**config.mk**
```make
export PLATFORM = sky130hd
export DESIGN_NAME = lsi_queue
export DESIGN_NICKNAME = d
export VERILOG_FILES = /design/src/rtl/lsi_pkg.sv /design/src/rtl/lsi_queue.sv
export SDC_FILE = /design/constraint.sdc
export NUM_CORES = 1
export LEC_CHECK = 0
export ABC_CLOCK_PERIOD_IN_PS = 6700
export BUFFER_PORTS_ARGS = -buffer_cell sky130_fd_sc_hd__buf_2
export CORE_MARGIN = 3
export CORE_UTILIZATION = 45
export DETAILED_ROUTE_END_ITERATION = 12
export PLACE_DENSITY_LB_ADDON = 0.25
export RECOVER_POWER = 50
export SLEW_MARGIN = 40
export SYNTH_ARGS = -nofsm -noshare
export SYNTH_HDL_FRONTEND = slang
export SYNTH_SLANG_ARGS = --single-unit
```
**constraint.sdc**
```tcl
create_clock -name clk_i -period 6.7 [get_ports clk_i]
set_input_delay 0.67 -clock clk_i [delete_from_list [all_inputs] [get_ports clk_i]]
set_output_delay 0.67 -clock clk_i [all_outputs]
set_load 0.01 [all_outputs]
```
**src/rtl/lsi_pkg.sv**
```systemverilog
// ----------------------------------------------------------------------------
// Line start index: package
// Field widths, action and status codes and the command word type.
// ----------------------------------------------------------------------------
package lsi_pkg;

  localparam int unsigned ACTION_W = 3;
  localparam int unsigned BYTE_W   = 8;
  localparam int unsigned QUERY_W  = 32;
  localparam int unsigned RPOS_W   = 32;
  localparam int unsigned RLINE_W  = 13;
  localparam int unsigned RCOL_W   = 32;
  localparam int unsigned STATUS_W = 2;

  // Command queue depth; must be a power of two.
  localparam int unsigned Q_DEPTH = 2;

  localparam logic [BYTE_W-1:0] NEWLINE_BYTE = 8'h0A;

  localparam logic [ACTION_W-1:0] ACT_START     = 3'd0;
  localparam logic [ACTION_W-1:0] ACT_TEXT      = 3'd1;
  localparam logic [ACTION_W-1:0] ACT_FINISH    = 3'd2;
  localparam logic [ACTION_W-1:0] ACT_POS_QUERY = 3'd3;
  localparam logic [ACTION_W-1:0] ACT_LC_QUERY  = 3'd4;

  typedef enum logic [1:0] {
    ST_OK        = 2'd0,
    ST_NOT_READY = 2'd1,
    ST_OVERFLOW  = 2'd2
  } status_e;

  typedef enum logic [2:0] {
    K_START,
    K_TEXT,
    K_FINISH,
    K_POS_QUERY,
    K_LC_QUERY
  } cmd_kind_e;

  typedef struct packed {
    cmd_kind_e          kind;
    logic               newline;
    logic [QUERY_W-1:0] query_pos;
    logic [QUERY_W-1:0] query_line;
    logic [QUERY_W-1:0] query_col;
  } cmd_t;

  typedef struct packed {
    logic [RPOS_W-1:0]   result_pos;
    logic [RLINE_W-1:0]  result_line;
    logic [RCOL_W-1:0]   result_col;
    logic [STATUS_W-1:0] status;
  } res_t;

  typedef enum logic [3:0] {
    BK_IDLE,
    BK_POS_CLAMP,
    BK_SRCH_RD,
    BK_SRCH_CMP,
    BK_POS_FIN,
    BK_LC_LINE,
    BK_LC_RD2,
    BK_LC_SPAN,
    BK_LC_COL,
    BK_LC_FIN,
    BK_EMIT
  } back_state_e;

endpackage

```
**src/rtl/lsi_queue.sv**
```systemverilog
// ----------------------------------------------------------------------------
// Line start index: command queue
// Short FIFO between the front end and the back end.
// ----------------------------------------------------------------------------
module lsi_queue (
  input  logic           clk_i,
  input  logic           rst_ni,
  input  logic           push_valid_i,
  output logic           push_ready_o,
  input  lsi_pkg::cmd_t  push_cmd_i,
  output logic           pop_valid_o,
  input  logic           pop_ready_i,
  output lsi_pkg::cmd_t  pop_cmd_o
);
  import lsi_pkg::*;

  localparam int unsigned QPW = (Q_DEPTH > 1) ? $clog2(Q_DEPTH) : 1;
  localparam int unsigned QCW = $clog2(Q_DEPTH + 1);

  cmd_t           slot_q [Q_DEPTH];
  logic [QPW-1:0] wr_ptr_q, wr_ptr_d;
  logic [QPW-1:0] rd_ptr_q, rd_ptr_d;
  logic [QCW-1:0] cnt_q, cnt_d;
  logic           push, pop;

  assign push_ready_o = (cnt_q != QCW'(Q_DEPTH));
  assign pop_valid_o  = (cnt_q != '0);
  assign pop_cmd_o    = slot_q[rd_ptr_q];
  assign push         = push_valid_i && push_ready_o;
  assign pop          = pop_valid_o && pop_ready_i;

  always_comb begin
    wr_ptr_d = push ? wr_ptr_q + QPW'(1) : wr_ptr_q;
    rd_ptr_d = pop  ? rd_ptr_q + QPW'(1) : rd_ptr_q;
    cnt_d    = cnt_q;
    if (push && !pop) begin
      cnt_d = cnt_q + QCW'(1);
    end else if (pop && !push) begin
      cnt_d = cnt_q - QCW'(1);
    end
  end

  always_ff @(posedge clk_i or negedge rst_ni) begin
    if (!rst_ni) begin
      wr_ptr_q <= '0;
      rd_ptr_q <= '0;
      cnt_q    <= '0;
    end else begin
      wr_ptr_q <= wr_ptr_d;
      rd_ptr_q <= rd_ptr_d;
      cnt_q    <= cnt_d;
    end
  end

  always_ff @(posedge clk_i) begin
    if (push) begin
      slot_q[wr_ptr_q] <= push_cmd_i;
    end
  end

endmodule

```
==> reports/summary.md <==
The run finished, with violations left. The checks that failed: capacitance limit, slew limit. The run gives 19100 um2 as the die area. The area overhead of the layout relative to synthesis is 23.3%. For this run the aggregate overflow at the end of global routing stands at 0. After clock tree synthesis, the repair step resized 0 gates.

Share of synthesized flip-flops with an asynchronous set or reset: 1.96%. At the pin with the least slew margin, the transition time is 2670 ps. After layout, the worst setup slack is 2670 ps.

The portion of synthesized cell area occupied by the leading cell type was 76.4%. After clock tree synthesis, the clock-pin slew on the worst setup and hold paths is 60 ps. Tracing the worst setup path back leads to its startpoint at rd_ptr_q. Summing every instance area after synthesis gives 7860 um2.

The worst clock skew was 13.8 ps; the total internal power was 3.18 mW. The number of cells on the worst reg-to-reg path is 4. After the flow finishes, the layout carries non-filler instances totaling 789. The tools report the data required time at the worst endpoint as 6030 ps.

Prior to clock tree synthesis, the placed netlist has a worst setup slack of 3970 ps. The tools report the element type at the critical path end as an output pin. The design draws 4.39 mW. Cells with a size suffix above 1 make up 50.7% of the layout.

Class of the worst hold path: primary input to flop. In this run, synthesis inferred 200 flip-flops with an integrated enable. Of all cell types, the one taking the most synthesized area is edfxtp_1.

The number of vias per cell after detailed routing came out at 4.78. Net switching is 27.7% of the power. The share of total power dissipated in combinational logic is 30.3%.

The tools report the total core area as 16800 um2. Dividing the detail-routed wire length by the instance count gives 17.8 um. The number of instances in the synthesized netlist is 329, and the DRC violation total after the first TritonRoute iteration is 180.

The number of nets in the synthesized netlist is 434. The number of different library cells used by synthesis comes to 16. The tools report the number of buffers inserted by post-CTS setup repair as 0.

The HPWL after detailed placement is 9.38 mm. In the post-synthesis netlist, the biggest area contributors are edfxtp_1, mux2_4, buf_12. The post-route minimum period is 4030 ps, and the CTS H-tree depth is 1.

The count of buffers added on input and output ports is 205. Number of antenna violations at the first check in global routing: 1. At the end of routability-driven placement, the weighted congestion stood at 0.730. The floorplan step set the die width to 138 um.

The die is 138 um tall. Counting along the longest clock path gives a buffer depth of 3. The filler cell count was 1348; the total routing usage reported by global routing was 14.2%. TritonCTS built the clock tree. Entering global routing, the biggest net connects 65 pins. Most repeated cell in the gate-level netlist after synthesis: edfxtp_1. The worst-case IR drop observed on VDD is 0.280 mV.

The routed layout has 3772 vias. In this run, flip-flops and latches consume 42.7% of the power. For the worst setup path, the data arrival time is 3360 ps. The final count of pins violating max slew is 118.

Headroom to the max-slew limit came out at -77.8%. In this run, CTS created clock tree buffers numbering 22. Final count of hold timing violations: 0.

The sequential fraction of the synthesis area is 77.7%, and the count of endpoints failing setup in the final report is 0. For the count of warnings emitted by yosys, the log shows 0. The average instance area after synthesis came out at 23.9 um2. The tools report the wire length of the first global-routing pass as 21.9 mm. Setup repair after global routing left no endpoint under its margin.

By startpoint and endpoint, the worst setup path is classified as flop to output pin. The most frequently used flop master after synthesis was edfxtp_1. STA classifies the critical path startpoint as a flop.

Power spread over the standard cell area amounts to 454 nW/um2. Summing all multi-input logic gate instances after layout gives 1560 um2. The analysis attributes to net switching a power of 1.22 mW. Summed over all cells, the static leakage comes to 3.78 nW. Via count of the first global-routing pass: 4089. For the final routed database, the setup TNS stands at 0 ps. After synthesis, the most frequently instantiated cells are edfxtp_1, mux2_4, mux2_2, buf_12, dfrtp_1.

The tools report the cell chosen for the clock root as clkbuf_16. The tree built by TritonCTS fans out to 204 sinks. Endpoint of the lowest-slack register-to-register path: slot_q[0][86].

Following the worst setup path forward leads to its endpoint at pop_cmd_o[90]. Number of nets still failing antenna checks after routing: 0. Clock latency on the worst-skew pair, taken at its later pin, is 490 ps.

For this run, the post-layout net count is 658. In this run the critical register-to-register path is launched from cnt_q[0]. The synthesized design contains 204 register bits.

For the detailed-router iteration count before antenna repair, the log shows 4. In this run, placement finished with an instance count of 748. Row generation in the floorplan step produced 47 rows. The initial utilization of the core area, before any placement, comes to 46.7%.

The hold path depth is 1, and the wire length after detailed routing is 14.0 mm. In the routed design, unresolved DRC markers number 0. The internal reg-to-reg setup slack is 3500 ps.

The tool flagged a number of max-cap violations equal to 3. In the final layout, flip-flops and latches occupy 6110 um2. Of the total power, the clock network draws 26.9%. 206 I/O pins were placed. Static timing analysis puts the maximum clock frequency at 0.248 GHz.

Part of the cycle the worst path needs: 60.2%. Of all nets on the critical path, the largest fanout is 42.
## layer usage
metal  GRT usage [%]  share of wire (%)
met5               0                  0
met4            4.58                2.4
met3            5.66                8.7
met2            23.4                 50
met1            17.2                 39
## cells in the final DEF (no fill, tap or decap)
| cell type | instances |
|---|---|
| xor2_1 | 2 |
| and3_1 | 1 |
| buf_1 | 1 |
| nor2_4 | 1 |
| bufinv_16 | 3 |
| buf_6 | 1 |
| diode_2 | 1 |
| nor2_1 | 1 |
| or2_2 | 1 |
| clkinv_2 | 5 |
| dlygate4sd3_1 | 1 |
| clkinv_1 | 8 |
| nand2_1 | 2 |
| dfrtp_1 | 4 |
| mux2_4 | 90 |
| inv_1 | 1 |
| buf_2 | 151 |
| ha_1 | 1 |
| clkbuf_16 | 23 |
| buf_12 | 1 |
| xnor2_1 | 3 |
| mux2_2 | 10 |
| nand2b_1 | 1 |
| edfxtp_1 | 200 |
| buf_4 | 2 |
| clkbuf_1 | 54 |
## power groups by stage
stage | sequential (mW) | clock, mW | combinational (mW)
5_1_grt | 1.91 | 1.27 | 1.43
4_1_cts | 1.88 | 1.22 | 1.36
2_1_floorplan | 1.86 | 0 | 1.05
3_3_place_gp | 1.93 | 0 | 1.29
6_report | 1.88 | 1.18 | 1.33
3_5_place_dp | 1.90 | 0 | 1.36
## worst max-delay path: stages, from the launching register on
cell and delay (ps):
dfrtp_1 1500, buf_4 800, mux2_4 360, buf_2 140
## cell families (layout without fill, tap and decap cells)
logic type | Yosys count | count (layout) | synth area share (%)
and+or+nand+nor | 7 | 7 | 0.430
DFF | 204 | 204 | 77.7
other | 0 | 1 | 0
muxes | 100 | 100 | 18.6
xor gates and xnor gates | 5 | 5 | 0.557
buffers and inverters | 12 | 251 | 2.55
adders and majority gates | 1 | 1 | 0.159
## how the worst min path moves through the flow
stage / from / end
after floorplan: rst_ni / cnt_q[0]
after global placement: cnt_q[1] / cnt_q[1]
after detailed placement: cnt_q[1] / cnt_q[1]
after CTS: push_cmd_i[10] / slot_q[1][10]
after global routing: push_cmd_i[63] / slot_q[1][63]
final: push_cmd_i[10] / slot_q[1][10]
## flip-flops by register name (all words and copies together) (netlist names)
name      cells
cnt_q         2
rd_ptr_q      1
slot_q      200
wr_ptr_q      1
## stage by stage
| step | instance area [um2] | utilization, % | hold WS, ps |
|---|---|---|---|
| finish | 9690 | 57.6 | 368 |
| detailed placement | 9030 | 53.7 | 477 |
| global route | 9690 | 57.6 | 347 |
| CTS | 9770 | 58.1 | 345 |
| global placement | 9010 | 53.6 | 472 |
| floorplan | 7860 | - | 374 |
## layout make-up
| type | count | area share, % |
|---|---|---|
| Clock inverter | 16 | 1.50 |
| Inverter | 1 | 0.0387 |
| Sequential cell | 204 | 63.0 |
| Multi-Input combinational cell | 113 | 16.1 |
| Tap cell | 220 | 2.84 |
| Antenna cell | 1 | 0.0258 |
| Timing Repair Buffer | 211 | 10.5 |
| Clock buffer | 23 | 5.94 |
## what timing repair did
| item | 4_1_cts | 5_1_grt |
|---|---|---|
| hold endpoints to repair | 4 | 0 |
| hold buffers | 1 | 0 |
| endpoints found under the setup margin | 0 | 0 |
Power figures use the tool's default switching activity.
